File: src/rtl/grid_local_minimum_detector_top_defines.svh
// Assertion macros shared by the grid local minimum detector RTL.
// Included by the modules that carry concurrent assertions.
`ifndef GRID_LOCAL_MINIMUM_DETECTOR_TOP_DEFINES_SVH
`define GRID_LOCAL_MINIMUM_DETECTOR_TOP_DEFINES_SVH

// same-cycle implication
`define GLMD_ASSERT_IMPL(lbl, clk, rst_n, ante, cons, msg) \
    lbl: assert property (@(posedge clk) disable iff (!rst_n) (ante) |-> (cons)) \
        else $error(msg);

// next-cycle implication
`define GLMD_ASSERT_NEXT(lbl, clk, rst_n, ante, cons, msg) \
    lbl: assert property (@(posedge clk) disable iff (!rst_n) (ante) |=> (cons)) \
        else $error(msg);

`endif

File: src/rtl/glmd_pkg.sv
// Package for the grid local minimum detector: sizes, register codes,
// payload types and the dimension clamp. No dependencies.
`default_nettype none

package glmd_pkg;

    localparam int MAX_WIDTH     = 128;
    localparam int MAX_HEIGHT    = 128;
    localparam int HEIGHT_BITS   = 4;
    localparam int COL_BITS      = (MAX_WIDTH > 1) ? $clog2(MAX_WIDTH) : 1;
    localparam int ROW_BITS      = (MAX_HEIGHT > 1) ? $clog2(MAX_HEIGHT) : 1;
    localparam int POS_OUT_BITS  = 7;
    localparam int RISK_BITS     = 19;
    localparam int CFG_DATA_BITS = 8;
    localparam int CFG_IDX_BITS  = 2;
    localparam int NUM_CAND      = 3;
    localparam int CAND_IDX_BITS = $clog2(NUM_CAND);

    typedef logic [HEIGHT_BITS-1:0]   t_height;
    typedef logic [COL_BITS-1:0]      t_col;
    typedef logic [ROW_BITS-1:0]      t_row;
    typedef logic [POS_OUT_BITS-1:0]  t_pos_out;
    typedef logic [RISK_BITS-1:0]     t_risk;
    typedef logic [CFG_DATA_BITS-1:0] t_cfg_data;
    typedef logic [CFG_IDX_BITS-1:0]  t_cfg_idx;
    typedef logic [CAND_IDX_BITS-1:0] t_cand_idx;

    localparam t_cfg_idx CFG_GRID_WIDTH  = t_cfg_idx'(0);
    localparam t_cfg_idx CFG_GRID_HEIGHT = t_cfg_idx'(1);

    // one column of the row buffer: row r-1 and row r-2
    typedef struct packed {
        t_height up1;
        t_height up2;
    } t_col_pair;

    typedef struct packed {
        t_row    row;
        t_col    col;
        t_height height;
        t_height ctr;
        t_height up2;
        t_height left1;
        t_height prev1;
        t_height prev2;
        logic    has_r1;
        logic    has_r2;
        logic    has_c1;
        logic    has_c2;
        logic    has_right;
        logic    last_row;
        logic    final_cell;
    } t_judge_item;

    typedef struct packed {
        t_row    row;
        t_col    col;
        t_height height;
    } t_cand;

    typedef struct packed {
        logic [NUM_CAND-1:0]  hit;
        t_cand [NUM_CAND-1:0] cand;
        logic                 frame_done;
    } t_batch;

    typedef struct packed {
        t_pos_out min_row;
        t_pos_out min_col;
        t_height  min_height;
        t_risk    risk_total;
        logic     last;
        logic     frame_done;
    } t_result;

    function automatic int clamp_dim_m1(input t_cfg_data v, input int max_dim);
        int d;
        d = int'(v);
        if (d == 0) begin
            d = 1;
        end
        if (d > max_dim) begin
            d = max_dim;
        end
        return d - 1;
    endfunction

endpackage

`default_nettype wire

File: src/rtl/glmd_if.sv
// Stream interfaces for the grid local minimum detector: height requests in,
// minimum requests out. Depends on glmd_pkg.
`default_nettype none

interface glmd_in_if;
    import glmd_pkg::*;

    logic    valid;
    logic    ready;
    t_height height;

    modport source (output valid, output height, input ready);
    modport sink   (input valid, input height, output ready);
endinterface

interface glmd_out_if;
    import glmd_pkg::*;

    logic     valid;
    logic     ready;
    t_pos_out min_row;
    t_pos_out min_col;
    t_height  min_height;
    t_risk    risk_total;
    logic     last;
    logic     frame_done;

    modport source (output valid, output min_row, output min_col, output min_height,
                    output risk_total, output last, output frame_done, input ready);
    modport sink   (input valid, input min_row, input min_col, input min_height,
                    input risk_total, input last, input frame_done, output ready);
endinterface

`default_nettype wire

File: src/rtl/glmd_row_mem.sv
// Row buffer RAM: one entry per column holding the two previous rows.
// One write and one registered read per cycle, write data forwarded. Uses glmd_pkg.
`default_nettype none

module glmd_row_mem (
    input  logic                 i_clk,
    input  logic                 i_we,
    input  glmd_pkg::t_col       i_waddr,
    input  glmd_pkg::t_col_pair  i_wdata,
    input  logic                 i_re,
    input  glmd_pkg::t_col       i_raddr,
    output glmd_pkg::t_col_pair  o_rdata
);
    import glmd_pkg::*;

    t_col_pair mem [MAX_WIDTH];
    t_col_pair r_rdata;

    always_ff @(posedge i_clk) begin
        if (i_we) begin
            mem[i_waddr] <= i_wdata;
        end
    end

    always_ff @(posedge i_clk) begin
        if (i_re) begin
            if (i_we && (i_waddr == i_raddr)) begin
                r_rdata <= i_wdata;
            end else begin
                r_rdata <= mem[i_raddr];
            end
        end
    end

    assign o_rdata = r_rdata;

endmodule

`default_nettype wire

File: src/rtl/glmd_judge.sv
// Judge stage: holds one accepted cell with its neighborhood and evaluates
// the up to three minimum candidates it settles. Uses glmd_pkg.
`default_nettype none

module glmd_judge (
    input  logic                  i_clk,
    input  logic                  i_rst_n,
    input  logic                  i_load,
    input  glmd_pkg::t_judge_item i_item,
    input  glmd_pkg::t_height     i_right,
    output logic                  o_ready,
    output logic                  o_batch_valid,
    output glmd_pkg::t_batch      o_batch,
    input  logic                  i_take
);
    import glmd_pkg::*;

    logic        r_valid;
    t_judge_item r_item;
    logic        hit_up;
    logic        hit_cur;
    logic        hit_self;

    always_ff @(posedge i_clk) begin
        if (!i_rst_n) begin
            r_valid <= 1'b0;
        end else if (i_load) begin
            r_valid <= 1'b1;
        end else if (i_take) begin
            r_valid <= 1'b0;
        end
    end

    always_ff @(posedge i_clk) begin
        if (i_load) begin
            r_item <= i_item;
        end
    end

    // cell above, previous cell on the last row, and the final cell itself
    always_comb begin
        hit_up = r_item.has_r1
            && (!r_item.has_r2 || (r_item.up2 > r_item.ctr))
            && (r_item.height > r_item.ctr)
            && (!r_item.has_c1 || (r_item.left1 > r_item.ctr))
            && (!r_item.has_right || (i_right > r_item.ctr));
        hit_cur = r_item.last_row && r_item.has_c1
            && (!r_item.has_r1 || (r_item.left1 > r_item.prev1))
            && (!r_item.has_c2 || (r_item.prev2 > r_item.prev1))
            && (r_item.height > r_item.prev1);
        hit_self = r_item.final_cell
            && (!r_item.has_r1 || (r_item.ctr > r_item.height))
            && (!r_item.has_c1 || (r_item.prev1 > r_item.height));
    end

    always_comb begin
        o_batch.hit           = {hit_self, hit_cur, hit_up};
        o_batch.cand[0].row    = r_item.row - t_row'(1);
        o_batch.cand[0].col    = r_item.col;
        o_batch.cand[0].height = r_item.ctr;
        o_batch.cand[1].row    = r_item.row;
        o_batch.cand[1].col    = r_item.col - t_col'(1);
        o_batch.cand[1].height = r_item.prev1;
        o_batch.cand[2].row    = r_item.row;
        o_batch.cand[2].col    = r_item.col;
        o_batch.cand[2].height = r_item.height;
        o_batch.frame_done     = r_item.final_cell;
    end

    assign o_batch_valid = r_valid;
    assign o_ready       = !r_valid || i_take;

endmodule

`default_nettype wire

File: src/rtl/glmd_emit.sv
// Result emitter: serializes each cell's found minima, keeps the running
// risk sum and drives the output register. Uses glmd_pkg and the defines header.
`default_nettype none

`include "grid_local_minimum_detector_top_defines.svh"

module glmd_emit (
    input  logic             i_clk,
    input  logic             i_rst_n,
    input  logic             i_clear,
    input  logic             i_batch_valid,
    input  glmd_pkg::t_batch i_batch,
    output logic             o_take,
    glmd_out_if.source       o_out_chan
);
    import glmd_pkg::*;

    logic [NUM_CAND-1:0] r_pend;
    logic [NUM_CAND-1:0] rem;
    t_batch              r_batch;
    t_risk               r_risk;
    t_risk               sum;
    logic                r_out_valid;
    t_result             r_out;
    t_cand_idx           sel_idx;
    t_cand               sel;
    logic                out_free;
    logic                emit_go;
    logic                load_ok;

    always_comb begin
        if (r_pend[0]) begin
            sel_idx = t_cand_idx'(0);
        end else if (r_pend[1]) begin
            sel_idx = t_cand_idx'(1);
        end else begin
            sel_idx = t_cand_idx'(2);
        end
        rem          = r_pend;
        rem[sel_idx] = 1'b0;
    end

    assign sel      = r_batch.cand[sel_idx];
    assign sum      = r_risk + t_risk'(sel.height) + t_risk'(1);
    assign out_free = !r_out_valid || o_out_chan.ready;
    assign emit_go  = out_free && (r_pend != '0);
    assign load_ok  = (r_pend == '0) || (emit_go && (rem == '0));
    assign o_take   = i_batch_valid && load_ok;

    always_ff @(posedge i_clk) begin
        if (!i_rst_n) begin
            r_pend      <= '0;
            r_risk      <= '0;
            r_out_valid <= 1'b0;
        end else begin
            if (o_take) begin
                r_pend <= i_batch.hit;
            end else if (emit_go) begin
                r_pend <= rem;
            end
            // drop the sum at a restart or once the final cell's minima are out
            if (i_clear) begin
                r_risk <= '0;
            end else if (o_take && i_batch.frame_done && (i_batch.hit == '0)) begin
                r_risk <= '0;
            end else if (emit_go && (rem == '0) && r_batch.frame_done) begin
                r_risk <= '0;
            end else if (emit_go) begin
                r_risk <= sum;
            end
            if (emit_go) begin
                r_out_valid <= 1'b1;
            end else if (o_out_chan.ready) begin
                r_out_valid <= 1'b0;
            end
        end
    end

    always_ff @(posedge i_clk) begin
        if (o_take) begin
            r_batch <= i_batch;
        end
        if (emit_go) begin
            r_out.min_row    <= t_pos_out'(sel.row);
            r_out.min_col    <= t_pos_out'(sel.col);
            r_out.min_height <= sel.height;
            r_out.risk_total <= sum;
            r_out.last       <= (rem == '0);
            r_out.frame_done <= r_batch.frame_done;
        end
    end

    assign o_out_chan.valid      = r_out_valid;
    assign o_out_chan.min_row    = r_out.min_row;
    assign o_out_chan.min_col    = r_out.min_col;
    assign o_out_chan.min_height = r_out.min_height;
    assign o_out_chan.risk_total = r_out.risk_total;
    assign o_out_chan.last       = r_out.last;
    assign o_out_chan.frame_done = r_out.frame_done;

    `GLMD_ASSERT_NEXT(a_risk_frame_clear, i_clk, i_rst_n, emit_go && (rem == '0) && r_batch.frame_done, r_risk == '0, "risk sum not cleared after frame end")
    `GLMD_ASSERT_IMPL(a_out_from_emit, i_clk, i_rst_n, $rose(r_out_valid), $past(emit_go), "output valid rose without an emission")
    `GLMD_ASSERT_NEXT(a_burst_continues, i_clk, i_rst_n, emit_go && (rem != '0), (r_pend != '0) && r_out_valid, "pending minima lost mid burst")

endmodule

`default_nettype wire

File: src/rtl/grid_local_minimum_detector_top.sv
// Grid local minimum detector top level: position counters, configuration,
// row buffer read-modify-write and the judge and emit stages. Uses glmd_pkg,
// glmd_if, glmd_row_mem, glmd_judge, glmd_emit and the defines header.
//
//   channel      dir  request
//   i_in_chan    in   one height, raster order
//   o_out_chan   out  one local minimum with running risk sum
//   i_cfg_*      in   register write, no handshake
//
// One height per cycle while the judge stage has room; a cell reporting several
// minima holds its successor in the emitter, which moves one minimum per cycle
// through the output register unless the output stalls. Each height does one
// read-modify-write of its column in the row buffer RAM, next column read ahead.
// Reset clears position, risk sum and valid flags; the RAM needs no clearing.
// A stalled output fills the emitter and then the judge stage before ready drops.
`default_nettype none

`include "grid_local_minimum_detector_top_defines.svh"

module grid_local_minimum_detector_top (
    input  logic                i_clk,
    input  logic                i_rst_n,
    input  logic                i_cfg_we,
    input  glmd_pkg::t_cfg_idx  i_cfg_idx,
    input  glmd_pkg::t_cfg_data i_cfg_wdata,
    glmd_in_if.sink             i_in_chan,
    glmd_out_if.source          o_out_chan
);
    import glmd_pkg::*;

    t_col        r_w_m1;
    t_row        r_h_m1;
    t_row        r_row;
    t_col        r_col;
    t_row        n_row;
    t_col        n_col;
    t_height     r_prev1;
    t_height     r_prev2;
    t_height     r_prev_up;
    logic        acc;
    logic        at_row_end;
    logic        at_last_row;
    logic        final_cell;
    logic        cfg_hit;
    t_col_pair   rd;
    t_col_pair   wdata;
    t_col        raddr;
    t_judge_item item;
    logic        judge_ready;
    logic        batch_valid;
    t_batch      batch;
    logic        batch_take;

    assign acc         = i_in_chan.valid && judge_ready;
    assign at_row_end  = (r_col == r_w_m1);
    assign at_last_row = (r_row == r_h_m1);
    assign final_cell  = at_row_end && at_last_row;
    assign cfg_hit     = i_cfg_we && ((i_cfg_idx == CFG_GRID_WIDTH)
                                   || (i_cfg_idx == CFG_GRID_HEIGHT));

    always_comb begin
        if (final_cell) begin
            n_row = '0;
            n_col = '0;
        end else if (at_row_end) begin
            n_row = r_row + t_row'(1);
            n_col = '0;
        end else begin
            n_row = r_row;
            n_col = r_col + t_col'(1);
        end
    end

    always_ff @(posedge i_clk) begin
        if (!i_rst_n) begin
            r_w_m1 <= t_col'(MAX_WIDTH - 1);
            r_h_m1 <= t_row'(MAX_HEIGHT - 1);
            r_row  <= '0;
            r_col  <= '0;
        end else if (cfg_hit) begin
            if (i_cfg_idx == CFG_GRID_WIDTH) begin
                r_w_m1 <= t_col'(clamp_dim_m1(i_cfg_wdata, MAX_WIDTH));
            end else begin
                r_h_m1 <= t_row'(clamp_dim_m1(i_cfg_wdata, MAX_HEIGHT));
            end
            r_row <= '0;
            r_col <= '0;
        end else if (acc) begin
            r_row <= n_row;
            r_col <= n_col;
        end
    end

    // left-hand window: current row c-1, c-2 and previous row c-1
    always_ff @(posedge i_clk) begin
        if (acc) begin
            r_prev2   <= r_prev1;
            r_prev1   <= i_in_chan.height;
            r_prev_up <= rd.up1;
        end
    end

    assign raddr     = at_row_end ? '0 : (r_col + t_col'(1));
    assign wdata.up1 = i_in_chan.height;
    assign wdata.up2 = rd.up1;

    glmd_row_mem u_row_mem (
        .i_clk   (i_clk),
        .i_we    (acc),
        .i_waddr (r_col),
        .i_wdata (wdata),
        .i_re    (acc),
        .i_raddr (raddr),
        .o_rdata (rd)
    );

    always_comb begin
        item.row        = r_row;
        item.col        = r_col;
        item.height     = i_in_chan.height;
        item.ctr        = rd.up1;
        item.up2        = rd.up2;
        item.left1      = r_prev_up;
        item.prev1      = r_prev1;
        item.prev2      = r_prev2;
        item.has_r1     = (r_row != '0);
        item.has_r2     = (r_row != '0) && (r_row != t_row'(1));
        item.has_c1     = (r_col != '0);
        item.has_c2     = (r_col != '0) && (r_col != t_col'(1));
        item.has_right  = !at_row_end;
        item.last_row   = at_last_row;
        item.final_cell = final_cell;
    end

    glmd_judge u_judge (
        .i_clk         (i_clk),
        .i_rst_n       (i_rst_n),
        .i_load        (acc),
        .i_item        (item),
        .i_right       (rd.up1),
        .o_ready       (judge_ready),
        .o_batch_valid (batch_valid),
        .o_batch       (batch),
        .i_take        (batch_take)
    );

    glmd_emit u_emit (
        .i_clk         (i_clk),
        .i_rst_n       (i_rst_n),
        .i_clear       (cfg_hit),
        .i_batch_valid (batch_valid),
        .i_batch       (batch),
        .o_take        (batch_take),
        .o_out_chan    (o_out_chan)
    );

    assign i_in_chan.ready = judge_ready;

    `GLMD_ASSERT_IMPL(a_pos_in_grid, i_clk, i_rst_n, 1'b1, (r_col <= r_w_m1) && (r_row <= r_h_m1), "position outside the grid")
    `GLMD_ASSERT_NEXT(a_final_wraps, i_clk, i_rst_n, acc && final_cell && !cfg_hit, (r_row == '0) && (r_col == '0), "position did not wrap after final cell")
    `GLMD_ASSERT_NEXT(a_row_advance, i_clk, i_rst_n, acc && at_row_end && !final_cell && !cfg_hit, (r_col == '0) && (r_row == ($past(r_row) + t_row'(1))), "row did not advance at row end")

endmodule

`default_nettype wire

File: src/flat_wrapper.sv
// flat-port wrapper written by rule: the top's interface ports become plain ports
module grid_local_minimum_detector_top_flat import glmd_pkg::*;
  (i_clk, i_rst_n, i_cfg_we, i_cfg_idx, i_cfg_wdata, i_in_chan_valid, i_in_chan_height, i_in_chan_ready, o_out_chan_valid, o_out_chan_min_row, o_out_chan_min_col, o_out_chan_min_height, o_out_chan_risk_total, o_out_chan_last, o_out_chan_frame_done, o_out_chan_ready);
  glmd_in_if i_in_chan_i ();
  glmd_out_if o_out_chan_i ();
  input  logic i_clk;
  input  logic i_rst_n;
  input  logic i_cfg_we;
  input  glmd_pkg::t_cfg_idx i_cfg_idx;
  input  glmd_pkg::t_cfg_data i_cfg_wdata;
  input wire logic [$bits(i_in_chan_i.valid)-1:0] i_in_chan_valid;
  input wire logic [$bits(i_in_chan_i.height)-1:0] i_in_chan_height;
  output wire logic [$bits(i_in_chan_i.ready)-1:0] i_in_chan_ready;
  output wire logic [$bits(o_out_chan_i.valid)-1:0] o_out_chan_valid;
  output wire logic [$bits(o_out_chan_i.min_row)-1:0] o_out_chan_min_row;
  output wire logic [$bits(o_out_chan_i.min_col)-1:0] o_out_chan_min_col;
  output wire logic [$bits(o_out_chan_i.min_height)-1:0] o_out_chan_min_height;
  output wire logic [$bits(o_out_chan_i.risk_total)-1:0] o_out_chan_risk_total;
  output wire logic [$bits(o_out_chan_i.last)-1:0] o_out_chan_last;
  output wire logic [$bits(o_out_chan_i.frame_done)-1:0] o_out_chan_frame_done;
  input wire logic [$bits(o_out_chan_i.ready)-1:0] o_out_chan_ready;
  assign i_in_chan_i.valid = i_in_chan_valid;
  assign i_in_chan_i.height = i_in_chan_height;
  assign i_in_chan_ready = i_in_chan_i.ready;
  assign o_out_chan_valid = o_out_chan_i.valid;
  assign o_out_chan_min_row = o_out_chan_i.min_row;
  assign o_out_chan_min_col = o_out_chan_i.min_col;
  assign o_out_chan_min_height = o_out_chan_i.min_height;
  assign o_out_chan_risk_total = o_out_chan_i.risk_total;
  assign o_out_chan_last = o_out_chan_i.last;
  assign o_out_chan_frame_done = o_out_chan_i.frame_done;
  assign o_out_chan_i.ready = o_out_chan_ready;
  grid_local_minimum_detector_top u_core (.i_clk(i_clk), .i_rst_n(i_rst_n), .i_cfg_we(i_cfg_we), .i_cfg_idx(i_cfg_idx), .i_cfg_wdata(i_cfg_wdata), .i_in_chan(i_in_chan_i), .o_out_chan(o_out_chan_i));
endmodule
File: config.mk
export PLATFORM = sky130hd
export DESIGN_NAME = grid_local_minimum_detector_top_flat
export DESIGN_NICKNAME = d
export VERILOG_FILES = /design/src/rtl/glmd_pkg.sv /design/src/rtl/glmd_if.sv /design/src/rtl/glmd_row_mem.sv /design/src/rtl/glmd_judge.sv /design/src/rtl/glmd_emit.sv /design/src/rtl/grid_local_minimum_detector_top.sv /design/src/flat_wrapper.sv
export VERILOG_INCLUDE_DIRS = /design/src /design/src/rtl
export SDC_FILE = /design/constraint.sdc
export NUM_CORES = 2
export LEC_CHECK = 0
export BUFFER_PORTS_ARGS = -buffer_cell sky130_fd_sc_hd__buf_2
export CORE_UTILIZATION = 55
export CTS_BUF_LIST = sky130_fd_sc_hd__clkbuf_4
export DETAILED_ROUTE_END_ITERATION = 7
export GPL_ROUTABILITY_DRIVEN = 1
export GPL_TIMING_DRIVEN = 1
export PLACE_DENSITY_LB_ADDON = 0.25
export SLEW_MARGIN = 15
export SYNTH_ARGS = -nofsm -noshare
export SYNTH_HDL_FRONTEND = slang
export SYNTH_HIERARCHICAL = 1
export SYNTH_SLANG_ARGS = --single-unit
File: constraint.sdc
create_clock -name i_clk -period 7.03 [get_ports i_clk]
set_input_delay 0.703 -clock i_clk [delete_from_list [all_inputs] [get_ports i_clk]]
set_output_delay 0.703 -clock i_clk [all_outputs]
set_load 0.005 [all_outputs]
Word level (Yosys, flattened, before mapping)
Memory sizes are Yosys's and may differ from the RTL's. A register that Yosys moved wholly into a read port is not among the register bits.
Index checks and enable logic that the tools add are counted.
Cells by class
  $add $sub $neg: 8
  $mul: 0
  div/mod/pow operators: 0
  $lt $le $gt $ge: 13
  equality and inequality tests: 5
  shift-type cells: 0
  muxes and demuxes: 33
  bitwise logic cells: 4
  reduce and logical (&&, ||, !) cells: 58
Operator list (number)
  $mux W32: 6
  $mux W7: 12
  $gt A32 B9 Y1 const B: 2
  $bmux W18 S2: 1
  $gt A4 B4 Y1: 9
  $logic_and A1 B1 Y1: 22
  $add A19 B1 Y19 const B: 1
  $add A19 B4 Y19: 1
  $mux W18: 1
  $add A7 B1 Y7 const B: 2
  $eq A7 B7 Y1: 2
  $ne A7 B1 Y1 const B: 2
  $reduce_bool A7 Y1: 2
  $sub A7 B1 Y7 const B: 2
  $sub A7 B2 Y7 const B: 2
  $logic_or A1 B1 Y1: 11
  $logic_not A3 Y1: 3
  $logic_not A1 Y1: 8
  $logic_not A8 Y1: 1
  $mux W8: 1
  $reduce_bool A2 Y1: 4
  $mux W1: 7
  $mux W3: 2
  $reduce_and A2 Y1: 3
  other kinds (12): 14
Storage, ports and cells
  flip-flop bits (word level): 177
  latch bits: 0
  RAM bits: 1024
  bits in read-only memories: 0
  bits of input ports: 19
  output and inout bits: 41
  word-level logic and storage cells: 159
  memories kept: 1
Memories
  u_core.u_row_mem.mem: depth 128, width 8, read ports 1, clocked after memory_dff 1, wr ports 1, line glmd_row_mem.sv:16  | t_col_pair mem [MAX_WIDTH];

Longest topological paths before layout
  depth after elaboration: 16
  gate-level depth with buffers: 16
  depth with buffers taken out: 11

Cells and area by module
The synthesis kept the hierarchy.
Modules (own cells, without submodules)
  glmd_row_mem: instances 1, cells an instance 2027, area each 40941.8 um^2, sequential area each 30989.7 um^2
  glmd_emit: instances 1, cells an instance 339, area each 4755.8 um^2, sequential area each 3283.1 um^2
  glmd_judge: instances 1, cells an instance 221, area each 2612.5 um^2, sequential area each 1371.3 um^2
  grid_local_minimum_detector_top: instances 1, cells an instance 240, area each 2159.6 um^2, sequential area each 920.9 um^2

Worst setup path before layout
OpenSTA, ideal clock, no wires.
  path kind: input to register
  start: in o_out_chan_ready
  end: mem u_core/u_row_mem/mem[107][0] (netlist bit) (enable)
  setup time: 0.370 ns
  arrival time: 4.901 ns
  required time: 6.660 ns
  slack: 1.759 ns
  stages on the path: 13
  path buffers: 4
  path through: nor2b_1 -> buf_2 -> a211oi_2 -> o21a_4 -> nand2b_1 -> nand2_1 -> clkbuf_1 -> inv_1 -> clkbuf_1 -> nor2b_1 -> nand3_1 -> clkbuf_1 -> nor2_1
On the way
  word-level cells in the longest chain between the ends: 9
Ends and longest elaborated chain
  from (decl): line flat_wrapper.sv:21  | input wire logic [$bits(o_out_chan_i.ready)-1:0] o_out_chan_ready;
  $logic_or A1 B1 Y1: line glmd_emit.sv:45  | assign out_free = !r_out_valid || o_out_chan.ready;
  $logic_and A1 B1 Y1: line glmd_emit.sv:46  | assign emit_go = out_free && (r_pend != '0);
  $logic_and A1 B1 Y1: line glmd_emit.sv:47  | assign load_ok = (r_pend == '0) || (emit_go && (rem == '0));
  $logic_or A1 B1 Y1: line glmd_emit.sv:47
  $logic_and A1 B1 Y1: line glmd_emit.sv:48  | assign o_take = i_batch_valid && load_ok;
  named net u_core.batch_take: line grid_local_minimum_detector_top.sv:52  | logic batch_take;
  $logic_or A1 B1 Y1: line glmd_judge.sv:71  | assign o_ready = !r_valid || i_take;
  named net i_in_chan_ready: line flat_wrapper.sv:13  | output wire logic [$bits(i_in_chan_i.ready)-1:0] i_in_chan_ready;
  $logic_and A1 B1 Y1: line grid_local_minimum_detector_top.sv:54  | assign acc = i_in_chan.valid && judge_ready;
  named net u_core.acc: line grid_local_minimum_detector_top.sv:40  | logic acc;
  $mux W1: line glmd_row_mem.sv:20  | if (i_we) begin
  $mux W1 (implied by the code): line glmd_row_mem.sv:21  | mem[i_waddr] <= i_wdata;
  to (decl): line glmd_row_mem.sv:16
The timed path passes the listed nets, and every way through them passes these cells.

Worst setup path after layout
  start: reg u_core.r_col[0]
  end: reg, netlist name u_core/u_row_mem/o_rdata[7]
On the way
  word-level cells in the longest chain between the ends: 2
  elaborated cells on any way between the ends: 3
  classes of those cells: add/sub (1); eq/ne (1); mux (1)
Ends and longest elaborated chain
  from (decl): line grid_local_minimum_detector_top.sv:34  | t_col r_col;
  from (signal assigned): line grid_local_minimum_detector_top.sv:90  | r_col <= n_col;
  $add A7 B1 Y7 or $eq A7 B7 Y1 (tied branches): line grid_local_minimum_detector_top.sv:103, grid_local_minimum_detector_top.sv:55
  $mux W7 (*): line grid_local_minimum_detector_top.sv:103  | assign raddr = at_row_end ? '0 : (r_col + t_col'(1));
  named net u_core.raddr[1]: line grid_local_minimum_detector_top.sv:47  | t_col raddr;
The timed path passes the listed nets; every way through them passes the cells marked *.
A chain may end at the register's enable or synchronous reset.

==> results.txt <==
Max clock buf depth = 4
Most frequent cells in the layout = 1,183 x edfxtp_1, 450 x clkbuf_4, 179 x mux2i_1
Fin crit share = 0.800
Mapped Area = 0.0505 mm2
Starting Density = 0.558
Die Ht = 305 um
Setup bufs post-CTS = 0
Cells after Synth = 2,827
Mapped Avg Cell Area = 17.9 um2
Max cap viols = 0
Final ANT Viol Nets = 0
Worst-path cell chain = xnor2_1 > nand4_2 > nor3_2 > inv_1 > and2_4 > nand2b_2 > buf_4 > o221ai_1 > a31oi_1 > a211oi_1 > nor3_1 > a221oi_1
Htree depth = 5
Main synth FF type = edfxtp_1
Sequential fraction of the synthesis area = 0.724
Final setup TNS = 0 ns
Die ar. = 0.0930 mm2
Core Area = 0.0904 mm2
Worst-skew pair later-pin latency = 1.19 ns
Place WS = 1.57 ns
Starting DRT DRC Count = 2,932
Max frequency = 0.178 GHz
Syn. warnings = 6
Max transition margin = 0.218
Vias = 27.6k
Switching share of power = 0.226
# rows = 110
Vias in the first global route = 28.0k
WP depth = 12
CTS tree = done
First-pass GRT wire length = 175,000 um
Final setup vio count = 0
Crit end category = flip-flop
Slew Limit Fails = 0
Final Skew = 0.0841 ns
Initial antenna violation count = 4
RSZ-0062 raised after global routing = no
Worst Path Arrival = 6.57 ns
Cell area power density = 273 mW/mm2
PnR worst setup slack = 1.41 ns
Seq pwr share = 0.548
Layout cells sized above 1 = 0.239
CP delay by family, top = simple AND/OR/NAND/NOR gates
Total Power = 15,100 uW
Yosys reg bits = 1,235
Layout area overhead = 9.63%
Reg clk slew, reported paths = 0.07 ns
Reg2reg path depth = 12
Drt first pass iters = 7
Per-cell routed wire length = 26.2 um
CTS Sinks = 1,235
Crit path launch type = flip-flop
Final RePlAce weighted congestion = 1.02
Crit path required time = 7.97 ns
Hold WS = 0.129 ns
Clock network fraction of total power = 0.389
I/O pin cnt = 60
GRT overflow = 0
WP buf/inv = 2
Max rail drop VDD = 0.183 mV
Crit Path Max Fanout = 28
Leading cell type in the layout, fill and taps excluded = edfxtp_1
Int Power = 11,700 uW
Slowest Stage Delay on Critical Path = 0.82 ns
Via density = 6.16
TritonCTS Buffers = 324
Drt drc = 0
NetSw = 3410 uW
Syn nets = 2,888
Status = completed
Largest net degree at the start of global routing = 121
Port Buffer Count = 59
Post-DP HPWL = 71,900 um
Ys async rst share = 0
EDFF count, synth = 1,183
Root buf cell = clkbuf_4
Crit Path Class = reg -> reg
Distinct cells, synth = 88
Comb pwr share = 0.063
Hold path cells = 4
Leak pwr = 0.0189 uW
Crit path time final = 5.62 ns
GRT Overall Usage = 0.256
Hold WC Path Type = in -> reg
Worst slew pin tran = 1.16 ns
Width of the die = 305 um
WL final = 117,000 um
Final net count = 3,138
Slowest library cell on the worst path = dfxtp_1
Hold Fails Final Rpt = 0
==> final timing paths <==
path / start / to / slack [ns]
min reg2reg: u_core/r_prev_up[2]$_DFFE_PP_ / u_core/u_judge/r_item[17]$_DFFE_PP_ / 0.40
min: i_cfg_wdata[1] / u_core/r_h_m1[1]$_SDFFE_PN1P_ / 0.13
max reg2reg: u_core/r_col[0]$_SDFFE_PP0P_ / u_core/u_row_mem/o_rdata[7]$_DFFE_PP_ / 1.41
max: u_core/r_col[0]$_SDFFE_PP0P_ / u_core/u_row_mem/o_rdata[7]$_DFFE_PP_ / 1.41
==> per-stage QoR <==
step,instance area [um2],util,std cells
final,55300,0.612,4474
after global routing,55300,0.612,4473
after CTS,55300,0.612,4468
after detailed placement,51300,0.568,3915
after global placement,51300,0.568,3915
after floorplan,50500,-,2827
==> worst reg2reg max path, delay by kind of cell (launching register included) <==
family	cells	cell delay, ns
AOI/OAI and AO/OA	4	1.40
buffers and inverters	2	0.83
xor gates and xnor gates	1	0.22
DFF	1	0.82
and+or+nand+nor	5	2.19
==> routing by layer <==
metal  share of wire  global-route usage  up-vias
met4           0.034               0.113        0
met5               0                   0        -
met1            0.39               0.337    13800
met2            0.48               0.406     1470
li1                -                   -    12000
met3           0.095              0.0623      272
==> area by class of cell <==
type                            count  area [um2]
Antenna cell                        6        15.0
Timing Repair Buffer              122         850
Inverter                           52         195
Clock buffer                      450        3380
Multi-Input combinational cell   1342       12400
Clock inverter                     91         489
Fill cell                        6517       35100
Tap cell                         1176        1470
Sequential cell                  1235       36600
==> power by group through the flow <==
stage | sequential (uW) | combinational [uW] | clock (uW)
after floorplan | 8470 | 595 | 0
after global placement | 8430 | 910 | 0
after detailed placement | 8430 | 937 | 0
after CTS | 8270 | 942 | 6020
after global routing | 8270 | 1000 | 6380
final | 8270 | 943 | 5870
==> synthesized netlist by cell type (6+ instances only) <==
cell	n	area, um2
ha_1	41	513
nor2_1	181	679
a21oi_1	51	255
xor2_1	27	236
mux2i_1	179	1790
o21ai_1	6	30.0
o21ai_0	49	245
o2bb2ai_1	6	52.6
nor2_2	6	37.5
edfxtp_1	1183	35500
mux4_2	145	3270
buf_12	7	140
nor2b_1	21	131
dfxtp_1	52	1040
o221ai_1	47	412
buf_8	18	270
a221oi_1	11	96.3
a31oi_1	11	68.8
and3_1	10	62.6
a21o_1	8	60.1
a22oi_1	11	82.6
a211oi_1	7	52.6
buf_4	46	345
o21a_1	12	90.1
or3_1	6	37.5
o211ai_1	13	97.6
buf_2	37	185
mux4_1	42	1100
clkbuf_1	69	259
buf_6	16	180
nand3_1	53	265
nor3_1	40	200
nand2_1	118	443
mux2_2	14	158
and2_1	12	75.1
inv_1	50	188
nor3b_1	6	45.0
nand2b_1	16	100
xnor2_1	38	333
nand4_1	9	56.3
o22ai_1	55	344
==> timing repair <==
item / in CTS / in global routing
hold endpoints to repair: 18 / 0
resized for setup: 0 / 0
hold buffers: 12 / 0
endpoints found under the setup margin: 0 / 0
==> registers in the layout, indices dropped and copies added, names as in the netlist, 8 cells and up <==
register                             cells
u_core/u_judge/r_item                   18
u_core/u_emit/r_risk                    19
u_core/u_row_mem/mem                  1024
u_core/u_emit/r_batch                   55
u_core/u_row_mem/o_rdata                 8
u_core/u_emit/o_out_chan.risk_total     19
u_core/u_judge/o_batch                  27
==> logic make-up after synthesis <==
family,Yosys count,share of synthesized area
flops,1235,0.724
fa+ha+maj,42,0.0106
buf+inv,250,0.0316
mux,380,0.125
simple gates,513,0.0482
xor+xnor,66,0.0116
compound gates,341,0.0483
Note: power is estimated with default switching activity, not from simulation.
